$ cat src/dfhc_pkg.sv
// Shared types and constants for the decode forwarding hazard check block
`timescale 1ns / 1ps

package dfhc_pkg;

   localparam int SLOT_COUNT = 4;
   localparam int REG_WIDTH  = 5;

   localparam logic [1:0] MODE_LOAD_SLOT   = 2'd0;
   localparam logic [1:0] MODE_CHECK       = 2'd1;
   localparam logic [1:0] MODE_CLEAR_STALL = 2'd2;

   typedef logic [REG_WIDTH-1:0] reg_num_type;

   typedef struct packed {
      logic fwd_rs;
      logic fwd_rs_depth;
      logic fwd_rt;
      logic fwd_rt_depth;
      logic delayed_rs;
      logic delayed_rs_depth;
      logic delayed_rt;
      logic delayed_rt_depth;
      logic load_use_stall;
      logic skipped;
   } hazard_result_type;

endpackage

$ cat src/dfhc_req_if.sv
// Request channel interface: valid/ready plus one decoded-instruction transaction
`timescale 1ns / 1ps

interface dfhc_req_if #(parameter int ORDER_WIDTH = 16);
   logic                     valid;
   logic                     ready;
   logic [1:0]               mode;
   logic [1:0]               slot;
   dfhc_pkg::reg_num_type    dest_reg;
   logic [ORDER_WIDTH-1:0]   order;
   logic                     is_load;
   dfhc_pkg::reg_num_type    src_rs;
   dfhc_pkg::reg_num_type    src_rt;
   logic                     is_store;
   logic                     recent_stall_two;
   logic                     first_in_bundle;
   logic                     front_is_nop;

   modport source (
      output valid, mode, slot, dest_reg, order, is_load, src_rs, src_rt,
             is_store, recent_stall_two, first_in_bundle, front_is_nop,
      input  ready
   );

   modport sink (
      input  valid, mode, slot, dest_reg, order, is_load, src_rs, src_rt,
             is_store, recent_stall_two, first_in_bundle, front_is_nop,
      output ready
   );
endinterface

$ cat src/dfhc_rsp_if.sv
// Response channel interface: valid/ready plus forwarding and stall result fields
`timescale 1ns / 1ps

interface dfhc_rsp_if;
   logic valid;
   logic ready;
   logic fwd_rs;
   logic fwd_rs_depth;
   logic fwd_rt;
   logic fwd_rt_depth;
   logic delayed_rs;
   logic delayed_rs_depth;
   logic delayed_rt;
   logic delayed_rt_depth;
   logic load_use_stall;
   logic skipped;

   modport source (
      output valid, fwd_rs, fwd_rs_depth, fwd_rt, fwd_rt_depth, delayed_rs,
             delayed_rs_depth, delayed_rt, delayed_rt_depth, load_use_stall,
             skipped,
      input  ready
   );

   modport sink (
      input  valid, fwd_rs, fwd_rs_depth, fwd_rt, fwd_rt_depth, delayed_rs,
             delayed_rs_depth, delayed_rt, delayed_rt_depth, load_use_stall,
             skipped,
      output ready
   );
endinterface

$ cat src/dfhc_pair_match.sv
// Source register compare against a pair of hazard slots; the later slot wins
`timescale 1ns / 1ps

module dfhc_pair_match #(
   parameter int ORDER_WIDTH = 16
) (
   input  dfhc_pkg::reg_num_type  src,
   input  logic [ORDER_WIDTH-1:0] order,
   input  dfhc_pkg::reg_num_type  dest_0,
   input  dfhc_pkg::reg_num_type  dest_1,
   input  logic [ORDER_WIDTH-1:0] order_0,
   input  logic [ORDER_WIDTH-1:0] order_1,
   output logic                   hit,
   output logic                   depth
);

   logic match_0;
   logic match_1;

   assign match_0 = (src == dest_0);
   assign match_1 = (src == dest_1);

   always_comb begin
      priority if (match_1) begin
         hit = (order > order_1);
      end else if (match_0) begin
         hit = (order > order_0);
      end else begin
         hit = 1'b0;
      end
   end

   // depth only meaningful with a hit; zero otherwise
   assign depth = hit & match_1;

endmodule

$ cat src/dfhc_hazard_eval.sv
// Combinational hazard evaluation for one transaction: forwards, stall and suppression
`timescale 1ns / 1ps

module dfhc_hazard_eval #(
   parameter int ORDER_WIDTH = 16
) (
   input  logic [1:0]                  mode,
   input  dfhc_pkg::reg_num_type       src_rs,
   input  dfhc_pkg::reg_num_type       src_rt,
   input  logic [ORDER_WIDTH-1:0]      order,
   input  logic                        is_store,
   input  logic                        recent_stall_two,
   input  logic                        first_in_bundle,
   input  logic                        front_is_nop,
   input  dfhc_pkg::reg_num_type       slot_dest  [dfhc_pkg::SLOT_COUNT],
   input  logic [ORDER_WIDTH-1:0]      slot_order [dfhc_pkg::SLOT_COUNT],
   input  logic [dfhc_pkg::SLOT_COUNT-1:0] slot_is_load,
   input  logic                        stall_flag,
   input  logic                        bundle_suppressed,
   output dfhc_pkg::hazard_result_type result,
   output logic                        stall_next,
   output logic                        suppressed_next
);

   dfhc_pkg::reg_num_type  near_dest_0;
   dfhc_pkg::reg_num_type  near_dest_1;
   logic [ORDER_WIDTH-1:0] near_order_0;
   logic [ORDER_WIDTH-1:0] near_order_1;
   logic                   frs_hit;
   logic                   frs_depth;
   logic                   frt_hit;
   logic                   frt_depth;
   logic                   drs_hit;
   logic                   drs_depth;
   logic                   drt_hit;
   logic                   drt_depth;
   logic                   is_check;
   logic                   suppressed;
   logic                   active;
   logic                   rs_load;
   logic                   rt_load;

   // normal forwarding pair: slots 0/1 when recent_stall_two is set, else slots 2/3
   assign near_dest_0  = recent_stall_two ? slot_dest[0]  : slot_dest[2];
   assign near_dest_1  = recent_stall_two ? slot_dest[1]  : slot_dest[3];
   assign near_order_0 = recent_stall_two ? slot_order[0] : slot_order[2];
   assign near_order_1 = recent_stall_two ? slot_order[1] : slot_order[3];

   dfhc_pair_match #(.ORDER_WIDTH(ORDER_WIDTH)) u_fwd_rs (
      .src(src_rs), .order(order),
      .dest_0(near_dest_0), .dest_1(near_dest_1),
      .order_0(near_order_0), .order_1(near_order_1),
      .hit(frs_hit), .depth(frs_depth)
   );

   dfhc_pair_match #(.ORDER_WIDTH(ORDER_WIDTH)) u_fwd_rt (
      .src(src_rt), .order(order),
      .dest_0(near_dest_0), .dest_1(near_dest_1),
      .order_0(near_order_0), .order_1(near_order_1),
      .hit(frt_hit), .depth(frt_depth)
   );

   dfhc_pair_match #(.ORDER_WIDTH(ORDER_WIDTH)) u_dly_rs (
      .src(src_rs), .order(order),
      .dest_0(slot_dest[0]), .dest_1(slot_dest[1]),
      .order_0(slot_order[0]), .order_1(slot_order[1]),
      .hit(drs_hit), .depth(drs_depth)
   );

   dfhc_pair_match #(.ORDER_WIDTH(ORDER_WIDTH)) u_dly_rt (
      .src(src_rt), .order(order),
      .dest_0(slot_dest[0]), .dest_1(slot_dest[1]),
      .order_0(slot_order[0]), .order_1(slot_order[1]),
      .hit(drt_hit), .depth(drt_depth)
   );

   assign is_check = (mode == dfhc_pkg::MODE_CHECK);

   always_comb begin
      suppressed_next = bundle_suppressed;
      if (is_check && first_in_bundle) begin
         suppressed_next = stall_flag | front_is_nop;
      end
   end

   assign suppressed = suppressed_next;
   assign active     = is_check & ~suppressed;

   assign rs_load = frs_depth ? slot_is_load[3] : slot_is_load[2];
   assign rt_load = frt_depth ? slot_is_load[3] : slot_is_load[2];

   always_comb begin
      stall_next = stall_flag;
      if (mode == dfhc_pkg::MODE_CLEAR_STALL) begin
         stall_next = 1'b0;
      end else if (active && !recent_stall_two) begin
         if (frs_hit && rs_load) begin
            stall_next = 1'b1;
         end
         if (frt_hit && rt_load) begin
            stall_next = is_store ? frs_hit : 1'b1;
         end
      end
   end

   always_comb begin
      result                  = '0;
      result.fwd_rs           = active & frs_hit;
      result.fwd_rs_depth     = active & frs_depth;
      result.fwd_rt           = active & frt_hit;
      result.fwd_rt_depth     = active & frt_depth;
      result.delayed_rs       = active & ~recent_stall_two & drs_hit;
      result.delayed_rs_depth = active & ~recent_stall_two & drs_depth;
      result.delayed_rt       = active & ~recent_stall_two & drt_hit;
      result.delayed_rt_depth = active & ~recent_stall_two & drt_depth;
      result.load_use_stall   = stall_next;
      result.skipped          = is_check & suppressed;
   end

endmodule

$ cat src/decode_forwarding_hazard_check_core.sv
// Top level of the decode forwarding and load-use hazard check block
//
//  channel | dir | handshake        | transaction
//  --------+-----+------------------+--------------------------------------------
//  req     | in  | req.valid/ready  | slot load, instruction check or stall clear
//  rsp     | out | rsp.valid/ready  | forward flags, depths, stall flag, skipped
//
//  One transaction per cycle sustained while rsp is ready; a response passes through
//  the input register, then the comparison logic into the result register.
//  Hazard slots and flags update as a transaction moves into the result register,
//  so the next transaction in line already sees them.
//  Synchronous reset clears slots, stall and suppression flags and both valids.
//  A stalled rsp holds the result; req keeps accepting while the input register
//  is empty or the result register drains in the same cycle.
`timescale 1ns / 1ps

module decode_forwarding_hazard_check_core #(
   parameter int ORDER_WIDTH = 16
) (
   input logic       clock,
   input logic       reset,
   dfhc_req_if.sink  req,
   dfhc_rsp_if.source rsp
);

   logic                        advance;
   logic                        accept;
   logic                        fire;

   logic                        in_valid_ff;
   logic                        in_valid_in;
   logic [1:0]                  in_mode_ff;
   logic [1:0]                  in_slot_ff;
   dfhc_pkg::reg_num_type       in_dest_ff;
   logic [ORDER_WIDTH-1:0]      in_order_ff;
   logic                        in_is_load_ff;
   dfhc_pkg::reg_num_type       in_rs_ff;
   dfhc_pkg::reg_num_type       in_rt_ff;
   logic                        in_is_store_ff;
   logic                        in_two_ff;
   logic                        in_first_ff;
   logic                        in_nop_ff;

   dfhc_pkg::reg_num_type       slot_dest_ff  [dfhc_pkg::SLOT_COUNT];
   logic [ORDER_WIDTH-1:0]      slot_order_ff [dfhc_pkg::SLOT_COUNT];
   logic [dfhc_pkg::SLOT_COUNT-1:0] slot_is_load_ff;
   logic                        stall_ff;
   logic                        stall_in;
   logic                        suppressed_ff;
   logic                        suppressed_in;

   dfhc_pkg::hazard_result_type result_in;
   dfhc_pkg::hazard_result_type result_ff;
   logic                        rsp_valid_ff;
   logic                        rsp_valid_in;

   assign advance   = ~rsp_valid_ff | rsp.ready;
   assign req.ready = ~in_valid_ff | advance;
   assign accept    = req.valid & req.ready;
   assign fire      = in_valid_ff & advance;

   always_comb begin
      in_valid_in = in_valid_ff;
      if (accept) begin
         in_valid_in = 1'b1;
      end else if (fire) begin
         in_valid_in = 1'b0;
      end
   end

   always_comb begin
      rsp_valid_in = rsp_valid_ff;
      if (fire) begin
         rsp_valid_in = 1'b1;
      end else if (rsp.ready) begin
         rsp_valid_in = 1'b0;
      end
   end

   always_ff @(posedge clock) begin
      if (reset) begin
         in_valid_ff  <= 1'b0;
         rsp_valid_ff <= 1'b0;
      end else begin
         in_valid_ff  <= in_valid_in;
         rsp_valid_ff <= rsp_valid_in;
      end
   end

   always_ff @(posedge clock) begin
      if (accept) begin
         in_mode_ff     <= req.mode;
         in_slot_ff     <= req.slot;
         in_dest_ff     <= req.dest_reg;
         in_order_ff    <= req.order;
         in_is_load_ff  <= req.is_load;
         in_rs_ff       <= req.src_rs;
         in_rt_ff       <= req.src_rt;
         in_is_store_ff <= req.is_store;
         in_two_ff      <= req.recent_stall_two;
         in_first_ff    <= req.first_in_bundle;
         in_nop_ff      <= req.front_is_nop;
      end
   end

   dfhc_hazard_eval #(.ORDER_WIDTH(ORDER_WIDTH)) u_eval (
      .mode              (in_mode_ff),
      .src_rs            (in_rs_ff),
      .src_rt            (in_rt_ff),
      .order             (in_order_ff),
      .is_store          (in_is_store_ff),
      .recent_stall_two  (in_two_ff),
      .first_in_bundle   (in_first_ff),
      .front_is_nop      (in_nop_ff),
      .slot_dest         (slot_dest_ff),
      .slot_order        (slot_order_ff),
      .slot_is_load      (slot_is_load_ff),
      .stall_flag        (stall_ff),
      .bundle_suppressed (suppressed_ff),
      .result            (result_in),
      .stall_next        (stall_in),
      .suppressed_next   (suppressed_in)
   );

   always_ff @(posedge clock) begin
      if (reset) begin
         for (int i = 0; i < dfhc_pkg::SLOT_COUNT; i++) begin
            slot_dest_ff[i]  <= '0;
            slot_order_ff[i] <= '0;
         end
         slot_is_load_ff <= '0;
         stall_ff        <= 1'b0;
         suppressed_ff   <= 1'b0;
      end else if (fire) begin
         if (in_mode_ff == dfhc_pkg::MODE_LOAD_SLOT) begin
            slot_dest_ff[in_slot_ff]    <= in_dest_ff;
            slot_order_ff[in_slot_ff]   <= in_order_ff;
            slot_is_load_ff[in_slot_ff] <= in_is_load_ff;
         end
         stall_ff      <= stall_in;
         suppressed_ff <= suppressed_in;
      end
   end

   always_ff @(posedge clock) begin
      if (fire) begin
         result_ff <= result_in;
      end
   end

   assign rsp.valid            = rsp_valid_ff;
   assign rsp.fwd_rs           = result_ff.fwd_rs;
   assign rsp.fwd_rs_depth     = result_ff.fwd_rs_depth;
   assign rsp.fwd_rt           = result_ff.fwd_rt;
   assign rsp.fwd_rt_depth     = result_ff.fwd_rt_depth;
   assign rsp.delayed_rs       = result_ff.delayed_rs;
   assign rsp.delayed_rs_depth = result_ff.delayed_rs_depth;
   assign rsp.delayed_rt       = result_ff.delayed_rt;
   assign rsp.delayed_rt_depth = result_ff.delayed_rt_depth;
   assign rsp.load_use_stall   = result_ff.load_use_stall;
   assign rsp.skipped          = result_ff.skipped;

endmodule

$ cat src/flat_wrapper.sv
// flat-port wrapper written by rule: the top's interface ports become plain ports
module decode_forwarding_hazard_check_core_flat 
#(
   parameter int ORDER_WIDTH = 16
)
  (clock, reset, req_valid, req_mode, req_slot, req_dest_reg, req_order, req_is_load, req_src_rs, req_src_rt, req_is_store, req_recent_stall_two, req_first_in_bundle, req_front_is_nop, req_ready, rsp_valid, rsp_fwd_rs, rsp_fwd_rs_depth, rsp_fwd_rt, rsp_fwd_rt_depth, rsp_delayed_rs, rsp_delayed_rs_depth, rsp_delayed_rt, rsp_delayed_rt_depth, rsp_load_use_stall, rsp_skipped, rsp_ready);
  dfhc_req_if #(.ORDER_WIDTH(ORDER_WIDTH)) req_i ();
  dfhc_rsp_if rsp_i ();
  input logic clock;
  input logic reset;
  input wire logic [$bits(req_i.valid)-1:0] req_valid;
  input wire logic [$bits(req_i.mode)-1:0] req_mode;
  input wire logic [$bits(req_i.slot)-1:0] req_slot;
  input wire logic [$bits(req_i.dest_reg)-1:0] req_dest_reg;
  input wire logic [$bits(req_i.order)-1:0] req_order;
  input wire logic [$bits(req_i.is_load)-1:0] req_is_load;
  input wire logic [$bits(req_i.src_rs)-1:0] req_src_rs;
  input wire logic [$bits(req_i.src_rt)-1:0] req_src_rt;
  input wire logic [$bits(req_i.is_store)-1:0] req_is_store;
  input wire logic [$bits(req_i.recent_stall_two)-1:0] req_recent_stall_two;
  input wire logic [$bits(req_i.first_in_bundle)-1:0] req_first_in_bundle;
  input wire logic [$bits(req_i.front_is_nop)-1:0] req_front_is_nop;
  output wire logic [$bits(req_i.ready)-1:0] req_ready;
  output wire logic [$bits(rsp_i.valid)-1:0] rsp_valid;
  output wire logic [$bits(rsp_i.fwd_rs)-1:0] rsp_fwd_rs;
  output wire logic [$bits(rsp_i.fwd_rs_depth)-1:0] rsp_fwd_rs_depth;
  output wire logic [$bits(rsp_i.fwd_rt)-1:0] rsp_fwd_rt;
  output wire logic [$bits(rsp_i.fwd_rt_depth)-1:0] rsp_fwd_rt_depth;
  output wire logic [$bits(rsp_i.delayed_rs)-1:0] rsp_delayed_rs;
  output wire logic [$bits(rsp_i.delayed_rs_depth)-1:0] rsp_delayed_rs_depth;
  output wire logic [$bits(rsp_i.delayed_rt)-1:0] rsp_delayed_rt;
  output wire logic [$bits(rsp_i.delayed_rt_depth)-1:0] rsp_delayed_rt_depth;
  output wire logic [$bits(rsp_i.load_use_stall)-1:0] rsp_load_use_stall;
  output wire logic [$bits(rsp_i.skipped)-1:0] rsp_skipped;
  input wire logic [$bits(rsp_i.ready)-1:0] rsp_ready;
  assign req_i.valid = req_valid;
  assign req_i.mode = req_mode;
  assign req_i.slot = req_slot;
  assign req_i.dest_reg = req_dest_reg;
  assign req_i.order = req_order;
  assign req_i.is_load = req_is_load;
  assign req_i.src_rs = req_src_rs;
  assign req_i.src_rt = req_src_rt;
  assign req_i.is_store = req_is_store;
  assign req_i.recent_stall_two = req_recent_stall_two;
  assign req_i.first_in_bundle = req_first_in_bundle;
  assign req_i.front_is_nop = req_front_is_nop;
  assign req_ready = req_i.ready;
  assign rsp_valid = rsp_i.valid;
  assign rsp_fwd_rs = rsp_i.fwd_rs;
  assign rsp_fwd_rs_depth = rsp_i.fwd_rs_depth;
  assign rsp_fwd_rt = rsp_i.fwd_rt;
  assign rsp_fwd_rt_depth = rsp_i.fwd_rt_depth;
  assign rsp_delayed_rs = rsp_i.delayed_rs;
  assign rsp_delayed_rs_depth = rsp_i.delayed_rs_depth;
  assign rsp_delayed_rt = rsp_i.delayed_rt;
  assign rsp_delayed_rt_depth = rsp_i.delayed_rt_depth;
  assign rsp_load_use_stall = rsp_i.load_use_stall;
  assign rsp_skipped = rsp_i.skipped;
  assign rsp_i.ready = rsp_ready;
  decode_forwarding_hazard_check_core #(.ORDER_WIDTH(ORDER_WIDTH)) u_core (.clock(clock), .reset(reset), .req(req_i), .rsp(rsp_i));
endmodule
$ cat config.mk
export PLATFORM = sky130hd
export DESIGN_NAME = decode_forwarding_hazard_check_core_flat
export DESIGN_NICKNAME = d
export VERILOG_FILES = /design/src/dfhc_pkg.sv /design/src/dfhc_req_if.sv /design/src/dfhc_rsp_if.sv /design/src/dfhc_pair_match.sv /design/src/dfhc_hazard_eval.sv /design/src/decode_forwarding_hazard_check_core.sv /design/src/flat_wrapper.sv
export SDC_FILE = /design/constraint.sdc
export NUM_CORES = 1
export LEC_CHECK = 0
export BUFFER_PORTS_ARGS = -buffer_cell sky130_fd_sc_hd__buf_2
export CORE_MARGIN = 5
export CORE_UTILIZATION = 60
export CTS_CLUSTER_DIAMETER = 120
export DETAILED_ROUTE_END_ITERATION = 7
export PLACE_DENSITY = 0.78
export SYNTH_ARGS = -nofsm -noshare
export SYNTH_HDL_FRONTEND = slang
export SYNTH_HIERARCHICAL = 1
export SYNTH_SLANG_ARGS = --single-unit
export TNS_END_PERCENT = 1
$ cat constraint.sdc
create_clock -name clock -period 7.4 [get_ports clock]
set_clock_uncertainty 0.15 [all_clocks]
set_input_delay 1.85 -clock clock [delete_from_list [all_inputs] [get_ports clock]]
set_output_delay 1.85 -clock clock [all_outputs]
set_load 0.03 [all_outputs]
==> flow_summary.ini <==
[floorplanning]
die_h_um = 136
die_w_um = 136
io_pins = 56
start_util = 0.605
dieArea_um2 = 18400
rows = 46
core_area_um2 = 15700

[power]
p_leak_nw = 4.32
power_density_nw_per_um2 = 175
ir_worst_vdd_v = 0.000194
power_mw = 1.83

[synth]
syn_inst = 958
synth_area_um2 = 9470
synth_area_per_cell_um2 = 9.88
yosys_warnings = 6
synth_nets = 1130

[detailed_routing]
top_layer_used = met4
finalWirelength_um = 21500
firstDrtPassIters = 4
routedWlPerCell_um = 17.3
drtAntennaViolNets = 0
wl_met3_um = 843
m1WireLength_um = 9460
drt_iter0_drc = 381
vias = 6974
drc = 0
vias_per_cell = 5.62
met2_length_um = 10600

[cells_and_area]
layout-drive-gt1-share = 0.145
final_cells = 1240
utilization = 0.669
diodes = 0
syn2layout_area_growth_pct = 10.7
final_common_cell = ha_1
final_cell_mix = ha_1 (128), inv_1 (127), nand2b_1 (114), dfxtp_1 (90), mux2i_1 (86)
fin_nets = 1183
fillers = 1239

[place]
place_congestion = 0.891
port_buffers = 55
dp_cells = 1208
dp_slack_ns = 2.76
dp_hpwl_um = 15400

[clock_tree]
hold_buffers = 0
post_cts_buffers = 0
clock_path_buffers = 2
root_buffer = clkbuf_16
cts_tree = yes
postCtsResizedCells = 0
ctsHtreeMaxLevel = 4
clk_pin_slew_ns = 0.06
cts_sinks = 140
numCtsBuffers = 17
clk_latency_ns = 0.42

[grt]
grt_pass1_vias = 7004
grt_max_degree = 113
antenna_found_initial = 0
grt_util_all_layers = 0.243
grt.overflow.total = 0
grt_pass1_wl_um = 35100

[setup_path]
crit_arrival_ns = 2.64
cp-start-kind = primary input
r2r_slack_ns = 3.06
crit_type = primary input to primary output
crit_fanout = 6
required_ns = 5.40
critical_path.endpoint_type = primary output

[timing]
hold_violations = 0
rsz0062_at_grt = false
finalCritPeriodShare = 0.628
worst_pin_slew_ns = 1.03
setup_viol = 0
timing.fmax_mhz = 215
report.final.slew_viol_count = 0
tns_ns = 0
period_needed_ns = 4.64
fin_ws_ns = 2.76
slew_headroom = 0.314

[outcome]
status = complete, no violations

[run]
drv_cap = 0

[min_path]
hp-class = register to register
## final cells by class
| cell class | instances | area, um2 | share of cell area |
|---|---|---|---|
| multi-input combinational | 664 | 5550 | 0.530 |
| sequential | 140 | 3300 | 0.315 |
| inverter | 127 | 477 | 0.0455 |
| clock buffer | 18 | 429 | 0.0410 |
| timing repair buffer | 61 | 320 | 0.0306 |
| tap | 216 | 270 | 0.0258 |
| clock inverter | 14 | 123 | 0.0117 |
## worst max-delay path, stage by stage
cell and delay (ns):
buf_2 0.10, nor2b_1 0.38, nand2_1 0.12, buf_2 0.20
## sequential cells by signal (all words and copies together), names as in the netlist, 2 cells and up
| signal | flops |
|---|---|
| u_core/slot_order_ff | 64 |
| u_core/slot_dest_ff | 20 |
| u_core/in_order_ff | 16 |
| u_core/in_dest_ff | 5 |
| u_core/in_rs_ff | 5 |
| u_core/in_rt_ff | 5 |
| u_core/in_mode_ff | 2 |
| u_core/in_slot_ff | 2 |
| u_core/slot_is_load_ff | 2 |
## power by group
group	switching [mW]	internal (mW)	total [mW]
combinational	0.102	0.0870	0.189
clock	0.332	0.462	0.794
sequential	0.0312	0.818	0.850
## through the flow
step                hold WS (ns)  area (um2)
floorplan                  0.300        9470
global placement           0.310        9920
detailed placement         0.317        9920
CTS                        0.328       10500
global route               0.348       10500
finish                     0.329       10500
## per-layer routing
metal	track usage	vias up
li1	-	3449
met1	0.300	3340
met2	0.422	146
met3	0.0483	39
met4	0.0862	0
met5	0	-
## path summary, 6_finish.rpt
check,start,end,cells past startpoint
min reg2reg,u_core/slot_order_ff[15],u_core/slot_order_ff[15],2
max,rsp_ready,req_ready,4
min,u_core/slot_order_ff[15],u_core/slot_order_ff[15],2
max reg2reg,u_core/in_two_ff,u_core/stall_ff,13
Note: power is estimated with default switching activity, not from simulation.
